## config.mk

```make
export PLATFORM = sky130hd
export DESIGN_NAME = rgb_hsv_color_classifier_core
export DESIGN_NICKNAME = d
export VERILOG_FILES = /design/src/rtl/rhcc_pkg.sv /design/src/rtl/rhcc_in_stage.sv /design/src/rtl/rhcc_classify.sv /design/src/rtl/rgb_hsv_color_classifier_core.sv
export SDC_FILE = /design/constraint.sdc
export NUM_CORES = 1
export LEC_CHECK = 0
export ABC_AREA = 1
export CAP_MARGIN = 20
export CORE_MARGIN = 2
export CORE_UTILIZATION = 65
export CTS_CLUSTER_DIAMETER = 50
export CTS_CLUSTER_SIZE = 30
export DETAILED_ROUTE_END_ITERATION = 6
export DONT_BUFFER_PORTS = 1
export MAX_ROUTING_LAYER = met4
export PLACE_DENSITY = 0.82
export SLEW_MARGIN = 25
export SYNTH_ARGS = -nofsm -noshare
export SYNTH_HDL_FRONTEND = slang
export SYNTH_SLANG_ARGS = --single-unit
```

## constraint.sdc

```tcl
create_clock -name clk_i -period 19.9 [get_ports clk_i]
set_clock_uncertainty 0.2 [all_clocks]
set_input_delay 0.995 -clock clk_i [delete_from_list [all_inputs] [get_ports clk_i]]
set_output_delay 0.995 -clock clk_i [all_outputs]
set_load 0.02 [all_outputs]
```

## src/rtl/rhcc_pkg.sv

```systemverilog
package rhcc_pkg;

  // Width of each channel port
  localparam int unsigned InBits = 16;

  // Value thresholds, pre-scaled by 255 (V*255 = Max*100)
  localparam logic [14:0] VThr85 = 15'd21675;
  localparam logic [14:0] VThr80 = 15'd20400;
  localparam logic [14:0] VThr15 = 15'd3825;

  // Color names
  typedef enum logic [3:0] {
    CLR_WHITE  = 4'd0,
    CLR_GRAY   = 4'd1,
    CLR_BLACK  = 4'd2,
    CLR_RED    = 4'd3,
    CLR_ORANGE = 4'd4,
    CLR_BROWN  = 4'd5,
    CLR_YELLOW = 4'd6,
    CLR_GREEN  = 4'd7,
    CLR_BLUE   = 4'd8,
    CLR_PINK   = 4'd9,
    CLR_PURPLE = 4'd10
  } color_e;

  // One pixel reduced to its upper bytes
  typedef struct packed {
    logic [7:0] red;
    logic [7:0] green;
    logic [7:0] blue;
  } pixel_t;

endpackage

```

## src/rtl/rhcc_in_stage.sv

```systemverilog
module rhcc_in_stage import rhcc_pkg::*; #(
  parameter int unsigned CHANNEL_BITS = 16
) (
  input  logic              clk_i,
  input  logic              rst_ni,
  input  logic              in_valid_i,
  output logic              in_ready_o,
  input  logic [InBits-1:0] red_in_i,
  input  logic [InBits-1:0] green_in_i,
  input  logic [InBits-1:0] blue_in_i,
  input  logic              take_i,
  output logic              pix_valid_o,
  output pixel_t            pix_o
);

  logic   valid_q;
  pixel_t pix_q;

  // Stage frees up when empty or when its pixel moves on this cycle
  assign in_ready_o = !valid_q || take_i;

  always_ff @(posedge clk_i or negedge rst_ni) begin
    if (!rst_ni) begin
      valid_q <= 1'b0;
    end else if (in_ready_o) begin
      valid_q <= in_valid_i;
    end
  end

  // Keep only the upper byte of each channel; bits above the width are dropped
  always_ff @(posedge clk_i) begin
    if (in_ready_o && in_valid_i) begin
      pix_q.red   <= red_in_i[CHANNEL_BITS-1 -: 8];
      pix_q.green <= green_in_i[CHANNEL_BITS-1 -: 8];
      pix_q.blue  <= blue_in_i[CHANNEL_BITS-1 -: 8];
    end
  end

  assign pix_valid_o = valid_q;
  assign pix_o       = pix_q;

endmodule

```

## src/rtl/rhcc_classify.sv

```systemverilog
module rhcc_classify import rhcc_pkg::*; (
  input  pixel_t pix_i,
  output color_e color_o
);

  logic [7:0]         r, g, b;
  logic [7:0]         mx, mn, d_raw, d;
  logic signed [18:0] rs, gs, bs, ds, p_s;
  logic [16:0]        p, dd;
  logic [14:0]        v100, s100, mx10, mx50, mx5;
  logic               s_le10, v_gt85, v_gt15;

  assign r = pix_i.red;
  assign g = pix_i.green;
  assign b = pix_i.blue;

  // Max, min and chroma; zero chroma counts as one
  always_comb begin
    mx = r;
    mn = r;
    if (g > mx) mx = g;
    if (b > mx) mx = b;
    if (g < mn) mn = g;
    if (b < mn) mn = b;
    d_raw = mx - mn;
    d     = (d_raw == 8'd0) ? 8'd1 : d_raw;
  end

  assign rs = $signed({11'd0, r});
  assign gs = $signed({11'd0, g});
  assign bs = $signed({11'd0, b});
  assign ds = $signed({11'd0, d});

  // Hue scaled by chroma: H = p / d; ties pick red, then green
  always_comb begin
    if (mx == r) begin
      p_s = 19'sd60 * (gs - bs);
      if (p_s < 19'sd0) p_s = p_s + 19'sd360 * ds;
    end else if (mx == g) begin
      p_s = 19'sd60 * (bs - rs) + 19'sd120 * ds;
    end else begin
      p_s = 19'sd60 * (rs - gs) + 19'sd240 * ds;
    end
  end

  // p is never negative here and stays below 360*255
  assign p  = p_s[16:0];
  assign dd = {9'd0, d};

  // Saturation and value, cross-multiplied against Max and 255
  assign v100 = {7'd0, mx} * 15'd100;
  assign s100 = {7'd0, d} * 15'd100;
  assign mx10 = {7'd0, mx} * 15'd10;
  assign mx50 = {7'd0, mx} * 15'd50;
  assign mx5  = {7'd0, mx} * 15'd5;

  assign s_le10 = s100 <= mx10;
  assign v_gt85 = v100 > VThr85;
  assign v_gt15 = v100 > VThr15;

  // First match wins
  always_comb begin
    priority if (s_le10 && v_gt85) begin
      color_o = CLR_WHITE;
    end else if (s_le10 && v_gt15) begin
      color_o = CLR_GRAY;
    end else if (!v_gt15) begin
      color_o = CLR_BLACK;
    end else if (p < dd * 17'd30 || p >= dd * 17'd340) begin
      color_o = CLR_RED;
    end else if (p < dd * 17'd40) begin
      color_o = (s100 >= mx50 && v100 <= VThr80) ? CLR_BROWN : CLR_ORANGE;
    end else if (p < dd * 17'd65) begin
      color_o = CLR_YELLOW;
    end else if (p < dd * 17'd165) begin
      color_o = CLR_GREEN;
    end else if (p < dd * 17'd265) begin
      color_o = CLR_BLUE;
    end else if (p >= dd * 17'd300 && s100 > mx5 && v100 >= VThr80) begin
      color_o = CLR_PINK;
    end else begin
      color_o = CLR_PURPLE;
    end
  end

endmodule

```

## src/rtl/rgb_hsv_color_classifier_core.sv

```systemverilog
// Path from input request to color_code_o valid: input reg, then result reg.
// Throughput: one pixel per cycle unless stalled; the whole classification sits
// between the two registers; each stage holds one pixel under output backpressure.
// Reset: rst_ni is asynchronous, active low; it empties both stages, payload
// registers are not reset.
module rgb_hsv_color_classifier_core import rhcc_pkg::*; #(
  parameter int unsigned CHANNEL_BITS = 16
) (
  input  logic              clk_i,
  input  logic              rst_ni,
  input  logic              in_valid_i,
  output logic              in_ready_o,
  input  logic [InBits-1:0] red_in_i,
  input  logic [InBits-1:0] green_in_i,
  input  logic [InBits-1:0] blue_in_i,
  output logic              out_valid_o,
  input  logic              out_ready_i,
  output logic [3:0]        color_code_o
);

  logic   pix_valid;
  pixel_t pix;
  logic   take;
  color_e color_d, color_q;
  logic   out_valid_q;

  // Result register frees up when empty or when its request is taken
  assign take = !out_valid_q || out_ready_i;

  rhcc_in_stage #(
    .CHANNEL_BITS(CHANNEL_BITS)
  ) u_in_stage (
    .clk_i      (clk_i),
    .rst_ni     (rst_ni),
    .in_valid_i (in_valid_i),
    .in_ready_o (in_ready_o),
    .red_in_i   (red_in_i),
    .green_in_i (green_in_i),
    .blue_in_i  (blue_in_i),
    .take_i     (take),
    .pix_valid_o(pix_valid),
    .pix_o      (pix)
  );

  rhcc_classify u_classify (
    .pix_i  (pix),
    .color_o(color_d)
  );

  // Result register
  always_ff @(posedge clk_i or negedge rst_ni) begin
    if (!rst_ni) begin
      out_valid_q <= 1'b0;
    end else if (take) begin
      out_valid_q <= pix_valid;
    end
  end

  always_ff @(posedge clk_i) begin
    if (take && pix_valid) begin
      color_q <= color_d;
    end
  end

  assign out_valid_o  = out_valid_q;
  assign color_code_o = color_q;

endmodule

```

## Word level (Yosys, flattened, before mapping)

Index checks and enable logic that the tools add are counted.

- Reduce and logical (&&, ||, !) cells: 15
- Shift operators: 0
- Add/sub/neg operators: 7
- Multipliers: 18
- Equal/unequal tests: 2
- Muxes and demuxes: 17
- $lt $le $gt $ge: 19
- Divide/modulo/power cells: 0
- Bitwise gates (word level): 1

Operator list:

| kind | number |
|---|---|
| 17-bit < comparator | 5 |
| 17-bit 2-to-1 mux | 3 |
| 8-bit by 7-bit multiplier with 15-bit output, second input constant | 3 |
| 8-bit 2-to-1 mux | 5 |
| 8-bit by 5-bit multiplier with 13-bit output, second input constant | 3 |
| 5-bit by 19-bit multiplier with 15-bit output, first input constant | 2 |
| 17-bit adder | 2 |
| 17-bit greater-or-equal comparator | 2 |
| 8-bit by 3-bit multiplier with 11-bit output, second input constant | 3 |
| 8-bit by 8-bit subtractor with 9-bit output | 3 |
| 4-bit by 8-bit multiplier with 12-bit output, first input constant | 2 |
| 16-bit by 17-bit adder with 17-bit output | 1 |
| 8-bit by 9-bit multiplier with 17-bit output, second input constant | 1 |
| 8-bit equality test | 2 |
| 8-bit greater-than comparator | 2 |
| 16-bit by 1-bit < comparator with 1-bit output, second input constant | 1 |
| 8-bit < comparator | 2 |
| 8-bit by 8-bit multiplier with 16-bit output, second input constant | 1 |
| 4-bit 2-to-1 mux | 4 |
| 15-bit by 14-bit greater-or-equal comparator with 1-bit output | 1 |
| 15-bit greater-or-equal comparator, second input constant | 1 |
| 15-bit by 11-bit greater-than comparator with 1-bit output | 1 |
| 15-bit by 12-bit greater-than comparator with 1-bit output, second input constant | 1 |
| 15-bit greater-than comparator, second input constant | 1 |
| 15 further kinds | 27 |

- Memories: 0
- Memory bits (writable): 0
- Logic and storage cells: 87
- ROM bits: 0
- Flip-flop bits (word level): 30
- Bits in latches: 0

## Logic depth before layout (Yosys ltp)

- Depth in word-level cells: 22
- Gate-level depth with buffers: 80
- Gate-level depth less buffers: 79

## Cells and area by module

Synthesis repeated with hierarchy kept, for this count alone.

- Cell total of the unflattened synthesis: 2393
- Area total of the unflattened synthesis: 17725.8 um^2

Modules (own cells, without submodules):

| module | cells an instance | area each (um^2) | times used |
|---|---|---|---|
| rhcc_classify | 2353 | 16794.9 | 1 |
| rhcc_in_stage | 30 | 765.7 | 1 |
| rgb_hsv_color_classifier_core | 10 | 165.2 | 1 |

## Worst setup path after synthesis

Ideal clock, no wire load.

- Path kind: register to register
- Start point: register u_in_stage.pix_q (netlist bit u_in_stage.pix_o[14])
- End point: register color_q[0], in the netlist color_code_o[0] (data pin)
- Setup slack: 9.181 ns
- Stages on the path, launching flop included: 67
- Arrival: 10.381 ns
- Path buffers: 2
- Path through: edfxtp_1 -> inv_1 -> ha_1 -> nand2_1 -> nand2_1 -> a21oi_2 -> nand3_4 -> nand2_2 -> clkbuf_1 -> nand2_1 -> o21ai_0 -> inv_1 -> ha_1 -> a21oi_1 -> nor2_1 -> a211oi_1 -> nand2_2 -> clkbuf_1 -> [... 31 more ...] -> xnor2_1 -> nor2_1 -> nand2_1 -> nand2_1 -> ha_1 -> nand2_1 -> nor2_1 -> nand4_1 -> or4_1 -> o21ai_0 -> nand2_1 -> nand2_1 -> nand2_1 -> inv_1 -> nand2_1 -> nand2_1 -> nor2_1 -> nor2_1

- Word-level cells in the longest chain between the ends: 22
- Elaborated cells between the ends (all ways): 68
- Those cells by class: 6 x add/sub; 17 x mul; 19 x order compare; 2 x eq/ne; 17 x mux; 7 x reduce/logical

Ends and longest elaborated chain:

| what | line | source |
|---|---|---|
| from (decl) | rhcc_in_stage.sv:17 | `pixel_t pix_q;` |
| 8-bit greater-than comparator or 8-bit < comparator (tied branches) | rhcc_classify.sv:21, rhcc_classify.sv:23 |  |
| 8-bit 2-to-1 mux (on tied branches) | rhcc_classify.sv:21, rhcc_classify.sv:23 |  |
| 8-bit greater-than comparator or 8-bit < comparator (tied branches) | rhcc_classify.sv:22, rhcc_classify.sv:24 |  |
| 8-bit 2-to-1 mux (on tied branches) | rhcc_classify.sv:22, rhcc_classify.sv:24 |  |
| 8-bit subtractor | rhcc_classify.sv:25 | `d_raw = mx - mn;` |
| 8-bit logical NOT | rhcc_classify.sv:26 | `d = (d_raw == 8'd0) ? 8'd1 : d_raw;` |
| 8-bit 2-to-1 mux | rhcc_classify.sv:26 |  |
| 4-bit by 8-bit multiplier with 12-bit output or 6-bit by 8-bit multiplier with 14-bit output (tied branches) | -- |  |
| [... 6 more ...] | -- |  |
| 2-bit 2-to-1 mux | rhcc_classify.sv:79 | `end else if (p >= dd * 17'd300 && s100 > mx5 && v100 >= VThr80) begin` |
| 4-bit 2-to-1 mux | rhcc_classify.sv:77 | `end else if (p < dd * 17'd265) begin` |
| 4-bit 2-to-1 mux | rhcc_classify.sv:75 | `end else if (p < dd * 17'd165) begin` |
| 4-bit 2-to-1 mux | rhcc_classify.sv:73 | `end else if (p < dd * 17'd65) begin` |
| 4-bit 2-to-1 mux | rhcc_classify.sv:71 | `end else if (p < dd * 17'd40) begin` |
| 2-bit 2-to-1 mux | rhcc_classify.sv:69 | `end else if (p < dd * 17'd30 \|\| p >= dd * 17'd340) begin` |
| 2-bit 2-to-1 mux | rhcc_classify.sv:67 | `end else if (!v_gt15) begin` |
| 1-bit 2-to-1 mux | rhcc_classify.sv:65 | `end else if (s_le10 && v_gt15) begin` |
| to (signal assigned) | rgb_hsv_color_classifier_core.sv:61 | `color_q <= color_d;` |
| to (decl) | rgb_hsv_color_classifier_core.sv:24 | `color_e color_d, color_q;` |

Parallel ways exist; a longest one is shown, timed or not.
A chain may end at the register's enable or synchronous reset.

## Worst setup path in the final report

Ends and elaborated chain as after synthesis.

==> impl_metrics.env <==
export IMPL_status="completed"
export IMPL_drive_above_1_share=0.0345
export IMPL_ant_nets=0
export IMPL_grt_max_degree=25
export IMPL_finalCriticalPeriod_ns=13.13
export IMPL_drtIter0Drc=1096
export IMPL_synth_area_leaders="ha_1 32%, fa_1 11%, inv_1 11%"
export IMPL_die_x_um=171
export IMPL_vias=16100
export IMPL_antenna_found_initial=0
export IMPL_synth_edf_count=28
export IMPL_grt_pass1_vias=15700
export IMPL_synth_compound_gate_area_share=0.135
export IMPL_slew_violations=0
export IMPL_slew_headroom=0.382
export IMPL_holdCritPathClass="in2async"
export IMPL_place_congestion=0.974
export IMPL_synth_area_um2=18000
export IMPL_tritoncts="yes"
export IMPL_dp_hpwl_um=39400
export IMPL_synthAdderAreaFrac=0.438
export IMPL_grt_first_pass_wirelength_um=74900
export IMPL_timing_fmax_mhz=76.1
export IMPL_path_class="reg2reg"
export IMPL_crit_top_cell="nand2_1"
export IMPL_synth_area_leader_cell="ha_1"
export IMPL_cp_required_ns=19.86
export IMPL_max_cap_viol_count=0
export IMPL_placementRows=61
export IMPL_clock_sinks=30
export IMPL_cp_max_fo=24
export IMPL_synth_nets=3086
export IMPL_synthDistinctLibCells=64
export IMPL_tns_ns=0
export IMPL_arrival_ns=13.09
export IMPL_yosys_mux_area_fraction=0.00111
export IMPL_postCtsSetupBuffers=0
export IMPL_htreeDepth=2
export IMPL_cp_start_kind="flip-flop"
export IMPL_async_flop_share=0.0667
export IMPL_ys_ff_latch=30
export IMPL_crit_path_end_kind="flip-flop"
export IMPL_cpPeakStageDelay_ns=0.75
export IMPL_yosysTopAreaCellShare=0.324
export IMPL_num_nets_final=3086
export IMPL_final_common_cell="inv_1"
export IMPL_holdBufCountCts=0
export IMPL_tightest_slew_ns=0.927
export IMPL_start_util=0.655
export IMPL_remaining_drc_errors=0
export IMPL_grt_overflow_total=0
export IMPL_first_pass_iters=5
export IMPL_grtUsageTotal=0.329
export IMPL_clockRootBuffer="clkbuf_16"
export IMPL_post_drt_wl_per_cell_um=16.2
export IMPL_core_area_um2=27600
export IMPL_yosys_warnings=0
export IMPL_totalWireLength_um=46000
export IMPL_die_y_um=171
export IMPL_yosysSeqAreaShare=0.0494
export IMPL_io_pins=58
export IMPL_syn2layout_area_growth_pct=3.24
export IMPL_n_fill_cell=2409
export IMPL_synth_simple_area_share=0.176
export IMPL_crit_slowest_cell="a21oi_1"
export IMPL_postPlaceCellArea_um2=18500
export IMPL_insertion_delay_ns=0.29
export IMPL_routed_via_density=5.67
export IMPL_antenna_cells=0
export IMPL_synth_xor_xnor_area_share=0.0864
export IMPL_ys_flop_type="edfxtp_1"
export IMPL_synth_top_family_by_area="adder cells"
export IMPL_layout_common_cells="525 x inv_1, 468 x ha_1, 415 x nand2_1"
export IMPL_cts_buffers=5
export IMPL_setup_violations=0
export IMPL_final_cell_area_um2=18600
export IMPL_clk_path_buf_depth=2
export IMPL_syn_mean_instance_area_um2=7.33
export IMPL_rsz0062_at_grt="no"
export IMPL_netlist_instances=2464
export IMPL_cts_clk_slew_worst_paths_ns=0.06
export IMPL_period_share=0.660
export IMPL_finalHoldViolCount=0
export IMPL_portBuffers=0
export IMPL_dieArea_um2=29100
export IMPL_cts_resized=0
## sequential cells by signal, indices dropped and copies added, names as in the netlist
name,count
u_in_stage.pix_o,24
color_code_o,4
out_valid_o,1
u_in_stage.pix_valid_o,1
## worst max-delay path, delay by kind of cell, from the launching register on
family | cells | cell delay, ns
adder cells (fa/ha/maj) | 9 | 3.28
AO/OA/AOI/OAI | 9 | 2.78
XOR/XNOR | 1 | 0.35
flip-flops | 1 | 0.42
buffers and inverters | 9 | 0.72
AND/OR/NAND/NOR | 39 | 5.22
## path summary, 6_finish.rpt
path                                                         start                                 end  slack [ns]  cells past startpoint
worst max-delay path                u_in_stage.pix_o[14]$_DFFE_PP_       color_code_o[0]$_SDFFCE_PP0P_        6.77                     67
worst min-delay path                                        rst_ni             out_valid_o$_DFFE_PN0P_        0.20                      0
worst max register to register      u_in_stage.pix_o[14]$_DFFE_PP_       color_code_o[0]$_SDFFCE_PP0P_        6.77                     67
worst min register to register  u_in_stage.pix_valid_o$_DFFE_PN0N_             out_valid_o$_DFFE_PN0P_        0.29                      2
max in group asynchronous                                   rst_ni  u_in_stage.pix_valid_o$_DFFE_PN0N_       19.23                      0
min in group clk_i              u_in_stage.pix_valid_o$_DFFE_PN0N_             out_valid_o$_DFFE_PN0P_        0.29                      2
## cell type report
class / count / area (um^2) / area share
clock buffer: 5 / 125 / 0.00671
clock inverter: 3 / 16.3 / 0.000873
inverter: 533 / 2000 / 0.107
multi-input combinational: 1889 / 15100 / 0.810
sequential: 30 / 891 / 0.0478
tap: 378 / 473 / 0.0254
timing repair buffer: 5 / 37.5 / 0.00201
## synthesized netlist by cell type (all sizes together) (2+ instances only)
cell and count:
mux2i 2, nand3 110, o21ai 113, a21boi 2, a31oi 6, dfrtp 2
edfxtp 28, o21a 2, a31o 3, nand3b 3, nand4 23, a211oi 12
clkbuf 8, xor2 122, nor4 6, nor2 101, fa 102, nand2 442
a21o 8, or2 12, a32o 2, o31ai 3, o211ai 12, a221oi 3
a21oi 203, buf 4, nor3 15, ha 468, and2 3, o21bai 37
o31a 3, inv 532, xnor2 56
## stage by stage
step	hold slack, ns	cells	setup WS (ns)	utilization
finish	0.196	2843	6.77	0.676
global placement	0.263	2835	7.14	0.671
global route	0.194	2843	5.49	0.676
detailed placement	0.281	2835	6.97	0.671
floorplan	0.247	2464	9.18	-
CTS	0.197	2843	6.92	0.676
## metal layers
metal,up-vias,wire [um],track usage
met5,-,0,-
met4,0,1520,0.110
met3,113,2240,0.0278
met2,482,21900,0.562
met1,7435,20400,0.410
li1,8088,-,-
## cell families (layout without fill, tap and decap cells)
logic type | after synthesis | after routing
and+or+nand+nor | 720 | 720
adders and majority gates | 570 | 570
buffers and inverters | 545 | 546
AOI/OAI and AO/OA | 419 | 419
xor gates and xnor gates | 178 | 178
DFF | 30 | 30
muxes | 2 | 2
Power is not shown: default switching activity piles up to over one toggle a cycle in this logic, so the estimate is an artifact.
